===== src/design/sparse_array_store_defines.svh =====
// Assertion macros shared by the sparse array store RTL.
`ifndef SPARSE_ARRAY_STORE_DEFINES_SVH
`define SPARSE_ARRAY_STORE_DEFINES_SVH

// Check a property on every clock edge outside reset.
`define SAS_ASSERT(name, prop, msg) \
   name: assert property (@(posedge clock) disable iff (reset) (prop)) else $error(msg);

// Check that the condition implies the consequence in the same cycle.
`define SAS_ASSERT_IMPL(name, cond, cons, msg) \
   name: assert property (@(posedge clock) disable iff (reset) (cond) |-> (cons)) \
      else $error(msg);

// Check that the condition implies the consequence in the next cycle.
`define SAS_ASSERT_NEXT(name, cond, cons, msg) \
   name: assert property (@(posedge clock) disable iff (reset) (cond) |=> (cons)) \
      else $error(msg);

`endif


===== src/design/sas_pkg.sv =====
// Types shared by the sparse array store chain and its top level.
`default_nettype none

package sas_pkg;

   typedef enum logic {
      SAS_OP_READ  = 1'b0,
      SAS_OP_WRITE = 1'b1
   } opcode_type;

   typedef enum logic [1:0] {
      SAS_OK    = 2'd0,
      SAS_RANGE = 2'd1,
      SAS_FULL  = 2'd2
   } status_type;

   typedef struct packed {
      logic       active;
      logic       is_write;
      logic       done;
      logic       present;
      status_type status;
   } ctrl_type;

endpackage

`default_nettype wire


===== src/design/sas_cell.sv =====
// One slot of the sparse array store: holds an entry and serves the passing request.
`default_nettype none

`include "sparse_array_store_defines.svh"

module sas_cell #(
   parameter int INDEX_BITS,
   parameter int VALUE_BITS
) (
   input  logic                  clock,
   input  logic                  reset,
   input  logic                  advance,
   input  sas_pkg::ctrl_type     up_ctrl,
   input  logic [INDEX_BITS-1:0] up_index,
   input  logic [VALUE_BITS-1:0] up_wval,
   input  logic [VALUE_BITS-1:0] up_rval,
   output sas_pkg::ctrl_type     dn_ctrl,
   output logic [INDEX_BITS-1:0] dn_index,
   output logic [VALUE_BITS-1:0] dn_wval,
   output logic [VALUE_BITS-1:0] dn_rval
);
   import sas_pkg::*;

   logic                  slot_valid_ff;
   logic                  slot_valid_in;
   logic [INDEX_BITS-1:0] slot_index_ff;
   logic [INDEX_BITS-1:0] slot_index_in;
   logic [VALUE_BITS-1:0] slot_value_ff;
   logic [VALUE_BITS-1:0] slot_value_in;
   ctrl_type              ctrl_ff;
   ctrl_type              ctrl_in;
   logic [INDEX_BITS-1:0] index_ff;
   logic [VALUE_BITS-1:0] wval_ff;
   logic [VALUE_BITS-1:0] rval_ff;
   logic [VALUE_BITS-1:0] rval_in;
   logic                  pending;
   logic                  hit;

   assign pending = up_ctrl.active && !up_ctrl.done;
   assign hit     = slot_valid_ff && (slot_index_ff == up_index);

   always_comb begin
      slot_valid_in = slot_valid_ff;
      slot_index_in = slot_index_ff;
      slot_value_in = slot_value_ff;
      ctrl_in       = up_ctrl;
      rval_in       = up_rval;
      if (pending && hit) begin
         if (up_ctrl.is_write) begin
            slot_value_in = up_wval;
            rval_in       = up_wval;
         end else begin
            rval_in = slot_value_ff;
         end
         ctrl_in.done    = 1'b1;
         ctrl_in.present = 1'b1;
      end else if (pending && !slot_valid_ff) begin
         slot_valid_in = 1'b1;
         slot_index_in = up_index;
         slot_value_in = up_ctrl.is_write ? up_wval : '0;
         rval_in       = up_ctrl.is_write ? up_wval : '0;
         ctrl_in.done  = 1'b1;
      end
   end

   always_ff @(posedge clock) begin
      if (reset) begin
         slot_valid_ff <= 1'b0;
         ctrl_ff       <= '0;
      end else if (advance) begin
         slot_valid_ff <= slot_valid_in;
         ctrl_ff       <= ctrl_in;
      end
   end

   always_ff @(posedge clock) begin
      if (advance) begin
         slot_index_ff <= slot_index_in;
         slot_value_ff <= slot_value_in;
         index_ff      <= up_index;
         wval_ff       <= up_wval;
         rval_ff       <= rval_in;
      end
   end

   assign dn_ctrl  = ctrl_ff;
   assign dn_index = index_ff;
   assign dn_wval  = wval_ff;
   assign dn_rval  = rval_ff;

   `SAS_ASSERT(a_slot_kept, !$fell(slot_valid_ff), "slot entry dropped without reset")
   `SAS_ASSERT_NEXT(a_hit_served, advance && pending && hit, dn_ctrl.done && dn_ctrl.present, "matching slot did not serve request")
   `SAS_ASSERT_NEXT(a_free_filled, advance && pending && !slot_valid_ff, slot_valid_ff, "free slot not filled")

endmodule

`default_nettype wire


===== src/design/sparse_array_store.sv =====
// Top level of the sparse array store: request entry, slot chain and response register.
//
// Requests arrive on req_* (valid/ready) with an opcode, an element index and a
// write value. Each request walks a chain of CAPACITY slot cells, one cell per cycle
// while not frozen; a cell whose entry matches the index serves it, and the first
// empty cell takes a new entry. A request that finds neither comes out as table full.
// Indexes at or above the logical size register are refused at entry.
// The logical size is written on csr_* (valid/ready, always ready); the user must do so
// only while idle, as the block itself does not enforce it.
// Only one request walks the chain at a time, as req_ready is low until it leaves;
// the next request may enter while the previous response waits on rsp_*.
// A stalled rsp_ready holds a request that reaches the chain end in the last cell
// and freezes the chain until the response register frees up.
// Reset clears every slot, the logical size and all handshake state.
`default_nettype none

`include "sparse_array_store_defines.svh"

module sparse_array_store #(
   parameter int CAPACITY   = 16,
   parameter int VALUE_BITS = 8,
   parameter int INDEX_BITS = 16
) (
   input  logic                  clock,
   input  logic                  reset,
   input  logic                  csr_valid,
   output logic                  csr_ready,
   input  logic [INDEX_BITS-1:0] csr_logical_size,
   input  logic                  req_valid,
   output logic                  req_ready,
   input  sas_pkg::opcode_type   req_opcode,
   input  logic [INDEX_BITS-1:0] req_element_index,
   input  logic [VALUE_BITS-1:0] req_write_value,
   output logic                  rsp_valid,
   input  logic                  rsp_ready,
   output logic [VALUE_BITS-1:0] rsp_read_value,
   output logic                  rsp_entry_was_present,
   output sas_pkg::status_type   rsp_status
);
   import sas_pkg::*;

   logic [INDEX_BITS-1:0] logical_size_ff;
   logic                  busy_ff;
   logic                  busy_in;
   logic                  rsp_valid_ff;
   logic                  rsp_valid_in;
   logic [VALUE_BITS-1:0] rsp_read_value_ff;
   logic                  rsp_present_ff;
   status_type            rsp_status_ff;
   logic                  req_accept;
   logic                  beyond_size;
   logic                  advance;
   logic                  chain_exit;
   ctrl_type              entry_ctrl;

   ctrl_type              chain_ctrl  [CAPACITY+1];
   logic [INDEX_BITS-1:0] chain_index [CAPACITY+1];
   logic [VALUE_BITS-1:0] chain_wval  [CAPACITY+1];
   logic [VALUE_BITS-1:0] chain_rval  [CAPACITY+1];

   assign csr_ready  = 1'b1;
   assign req_ready  = !busy_ff;
   assign req_accept = req_valid && req_ready;

   assign beyond_size = (req_element_index >= logical_size_ff);
   assign chain_exit  = chain_ctrl[CAPACITY].active;
   assign advance     = !(chain_exit && rsp_valid_ff && !rsp_ready);

   always_comb begin
      entry_ctrl.active   = req_accept;
      entry_ctrl.is_write = (req_opcode == SAS_OP_WRITE);
      entry_ctrl.done     = beyond_size;
      entry_ctrl.present  = 1'b0;
      entry_ctrl.status   = beyond_size ? SAS_RANGE : SAS_OK;
   end

   assign chain_ctrl[0]  = entry_ctrl;
   assign chain_index[0] = req_element_index;
   assign chain_wval[0]  = req_write_value;
   assign chain_rval[0]  = '0;

   for (genvar i = 0; i < CAPACITY; i++) begin : g_cell
      sas_cell #(
         .INDEX_BITS (INDEX_BITS),
         .VALUE_BITS (VALUE_BITS)
      ) u_cell (
         .clock    (clock),
         .reset    (reset),
         .advance  (advance),
         .up_ctrl  (chain_ctrl[i]),
         .up_index (chain_index[i]),
         .up_wval  (chain_wval[i]),
         .up_rval  (chain_rval[i]),
         .dn_ctrl  (chain_ctrl[i+1]),
         .dn_index (chain_index[i+1]),
         .dn_wval  (chain_wval[i+1]),
         .dn_rval  (chain_rval[i+1])
      );
   end

   always_comb begin
      busy_in = busy_ff;
      if (req_accept) begin
         busy_in = 1'b1;
      end else if (chain_exit && advance) begin
         busy_in = 1'b0;
      end
   end

   always_comb begin
      rsp_valid_in = rsp_valid_ff;
      if (chain_exit && advance) begin
         rsp_valid_in = 1'b1;
      end else if (rsp_ready) begin
         rsp_valid_in = 1'b0;
      end
   end

   always_ff @(posedge clock) begin
      if (reset) begin
         logical_size_ff <= '0;
         busy_ff         <= 1'b0;
         rsp_valid_ff    <= 1'b0;
      end else begin
         if (csr_valid && csr_ready) begin
            logical_size_ff <= csr_logical_size;
         end
         busy_ff      <= busy_in;
         rsp_valid_ff <= rsp_valid_in;
      end
   end

   always_ff @(posedge clock) begin
      if (chain_exit && advance) begin
         if (chain_ctrl[CAPACITY].done) begin
            rsp_read_value_ff <= chain_rval[CAPACITY];
            rsp_present_ff    <= chain_ctrl[CAPACITY].present;
            rsp_status_ff     <= chain_ctrl[CAPACITY].status;
         end else begin
            rsp_read_value_ff <= '0;
            rsp_present_ff    <= 1'b0;
            rsp_status_ff     <= SAS_FULL;
         end
      end
   end

   assign rsp_valid             = rsp_valid_ff;
   assign rsp_read_value        = rsp_read_value_ff;
   assign rsp_entry_was_present = rsp_present_ff;
   assign rsp_status            = rsp_status_ff;

   `SAS_ASSERT_NEXT(a_accept_busy, req_accept, busy_ff, "accepted request did not mark busy")
   `SAS_ASSERT_IMPL(a_exit_busy, chain_exit, busy_ff, "request left chain while idle")
   `SAS_ASSERT_IMPL(a_idle_flows, !busy_ff, advance, "chain frozen with no request in flight")
   `SAS_ASSERT_IMPL(a_range_result, rsp_valid_ff && rsp_status_ff == SAS_RANGE,
      rsp_read_value_ff == '0 && !rsp_present_ff, "refused request carries data")

endmodule

`default_nettype wire


===== config.mk =====
export PLATFORM = sky130hd
export DESIGN_NAME = sparse_array_store
export DESIGN_NICKNAME = d
export VERILOG_FILES = /design/src/design/sas_pkg.sv /design/src/design/sas_cell.sv /design/src/design/sparse_array_store.sv
export VERILOG_INCLUDE_DIRS = /design/src /design/src/design
export SDC_FILE = /design/constraint.sdc
export NUM_CORES = 1
export LEC_CHECK = 0
export BUFFER_PORTS_ARGS = -buffer_cell sky130_fd_sc_hd__buf_2
export CAP_MARGIN = 20
export CORE_AREA = 4 4 412 414
export DETAILED_ROUTE_END_ITERATION = 12
export DIE_AREA = 0 0 416 418
export PLACE_DENSITY_LB_ADDON = 0.08
export SETUP_SLACK_MARGIN = 0.02
export SLEW_MARGIN = 20
export SYNTH_ARGS = -nofsm -noshare
export SYNTH_HDL_FRONTEND = slang
export SYNTH_HIERARCHICAL = 1
export SYNTH_SLANG_ARGS = --single-unit

===== constraint.sdc =====
create_clock -name clock -period 53.1 [get_ports clock]
set_clock_uncertainty 0.05 [all_clocks]
set_input_delay 15.93 -clock clock [delete_from_list [all_inputs] [get_ports clock]]
set_output_delay 15.93 -clock clock [all_outputs]
set_load 0.05 [all_outputs]

==> flow_summary.toml <==
[status]
status = "complete, no violations"

[critical_path]
cp_data_arrival_time_ps = 19100
worstSetupEndpointType = "flop"
cp_cell_sequence = "buf_2 -> nor2b_1 -> nand2_4 -> buf_12 -> buf_4 -> inv_1 -> a21oi_1"
crit_fanout = 109
worst_path_largest_cell_delay_ps = 770
r2r_cells = 6
critPathTopFamily = "buffers and inverters"
slowest_stage = "buf_4"
path_buf_inv = 4
crit_required_ps = 53380
worstSetupStartpointType = "primary input"
cp.depth = 7
crit_type = "primary input to flop"

[drt]
dr.pass1.iters = 4
wl_per_cell_um = 15.9
drt_iter0_drc = 909
vias = 21070
wl_um = 83300
drcViolationCount = 0
ant_nets = 0
vias_per_cell = 4.02

[clocking]
cts_buffers = 116
cts_setup_buffers = 0
clk_path_buf_depth = 3
clk-insertion-delay-late_ps = 710
cts_hold_buf = 0
cts_resized = 0
cts_sinks = 1012
cts_tree = "yes"
clk_pin_slew_ps = 60
cts-root-buf = "clkbuf_16"
cts.htree.levels = 3

[die]
ios = 60
core-area_mm2 = 0.166
die_height_um = 418
die_area_mm2 = 0.174
die_x_um = 416
rows = 150
initial_utilization = 0.244

[timing]
worst_pin_slew_ps = 1000
finalSetupViolCount = 0
period_share = 0.354
fin_setup_tns_ps = 0
slew_headroom = 0.333
whs_ps = 403
hold_violations = 0
period_minus_slack_ps = 18820
rsz0062_at_grt = "false"
drv_slew = 0
fmax_mhz = 53.1

[global_route]
grt_pass1_vias = 22218
grt_max_degree = 130
grt_usage = 0.0958
grt_pass1_wl_um = 131000
antenna_found_initial = 0
overflow = 0

[placement]
dp_cells = 5019
placedInstanceArea_mm2 = 0.0433
io_buffers = 58
place_congestion = 0.716
dpl.hpwl_um = 56500

[pwr]
leakagePower_nw = 17.2
p_per_area_mw_per_mm2 = 36.9
ir_worst_vdd_uv = 22.2

[cells_and_area]
synthToLayoutAreaGrowth_pct = 15.9
fin_nets = 2995
final_layout_size_suffix_gt1_frac = 0.0900
fin_area_mm2 = 0.0470
layout.cells.non_filler = 5237
finish.utilization = 0.282

[flow_run]
drv_cap = 0

[synth]
synthCells = 2806
yosysWarnings = 6
syn_avg_cell_area_um2 = 14.4
netlist_area_mm2 = 0.0405

[hold_path]
hold_path_depth = 0
hold_path_class = "flop to flop"
state kept, by name, summed over array words and instances, names as in the netlist:
name / count
g_cell.u_cell/slot_index_ff: 256
g_cell.u_cell/dn_index: 240
g_cell.u_cell/dn_rval: 128
g_cell.u_cell/slot_value_ff: 128
g_cell.u_cell/dn_wval: 120
g_cell.u_cell/dn_ctrl: 95
g_cell.u_cell/slot_valid_ff: 16
logical_size_ff: 16
rsp_read_value: 8
rsp_status: 2
busy_ff: 1
rsp_entry_was_present: 1
rsp_valid: 1
per-stage QoR:
stage	power [mW]	setup slack (ps)
detailed placement	0.985	33450
floorplan	0.958	24810
global placement	0.984	32920
finish	1.73	34280
CTS	1.78	34240
global route	1.81	33990
layer usage:
layer  part of all wire  track usage  up-vias
met5                  0            0        -
met4              0.031       0.0321        0
met3              0.032       0.0203      159
met2               0.51        0.173      257
met1               0.43        0.113    10221
li1                   -            -    10433
area by class of cell:
type | count | area (um^2)
Clock inverter | 50 | 452
Clock buffer | 167 | 3220
Inverter | 33 | 124
Multi-Input combinational cell | 1668 | 10700
Fill cell | 16942 | 119000
Antenna cell | 1 | 2.50
Sequential cell | 1012 | 29100
Timing Repair Buffer | 102 | 659
Tap cell | 2204 | 2760
power by group:
group | switching (mW) | internal [mW] | leakage, nW
Sequential | 0.0218 | 0.898 | 10.1
Combinational | 0.0240 | 0.0207 | 5.24
Clock | 0.322 | 0.448 | 1.79
cells in the final DEF (no fill, tap or decap), drive strengths merged:
cell and count:
nand4 34, clkinv 42, inv 35, a21oi 151
and2 138, dfxtp 129, o211ai 1, a31oi 1
mux2i 207, conb 11, nor3 16, buf 102
nand2 133, o21ai 130, o211a 1, o31ai 1
nor3b 16, bufinv 6, a211oi 33, nor2b 5
clkbuf 167, edfxtp 883, nand3 1, nor4 33
xnor2 80, ha 16, nor2 323, or3b 16
nand2b 129, nand4b 16, diode 1, xor2 176
final timing paths:
kind         slack [ps]                                 end                        start
min reg2reg         400         g_cell[9].u_cell/dn_wval[3]  g_cell[8].u_cell/dn_wval[3]
min                 400         g_cell[9].u_cell/dn_wval[3]  g_cell[8].u_cell/dn_wval[3]
max               34280  g_cell[12].u_cell/slot_value_ff[7]                    rsp_ready
max reg2reg       49170  g_cell[12].u_cell/slot_value_ff[7]                    rsp_valid
Note: power is estimated with default switching activity, not from simulation.
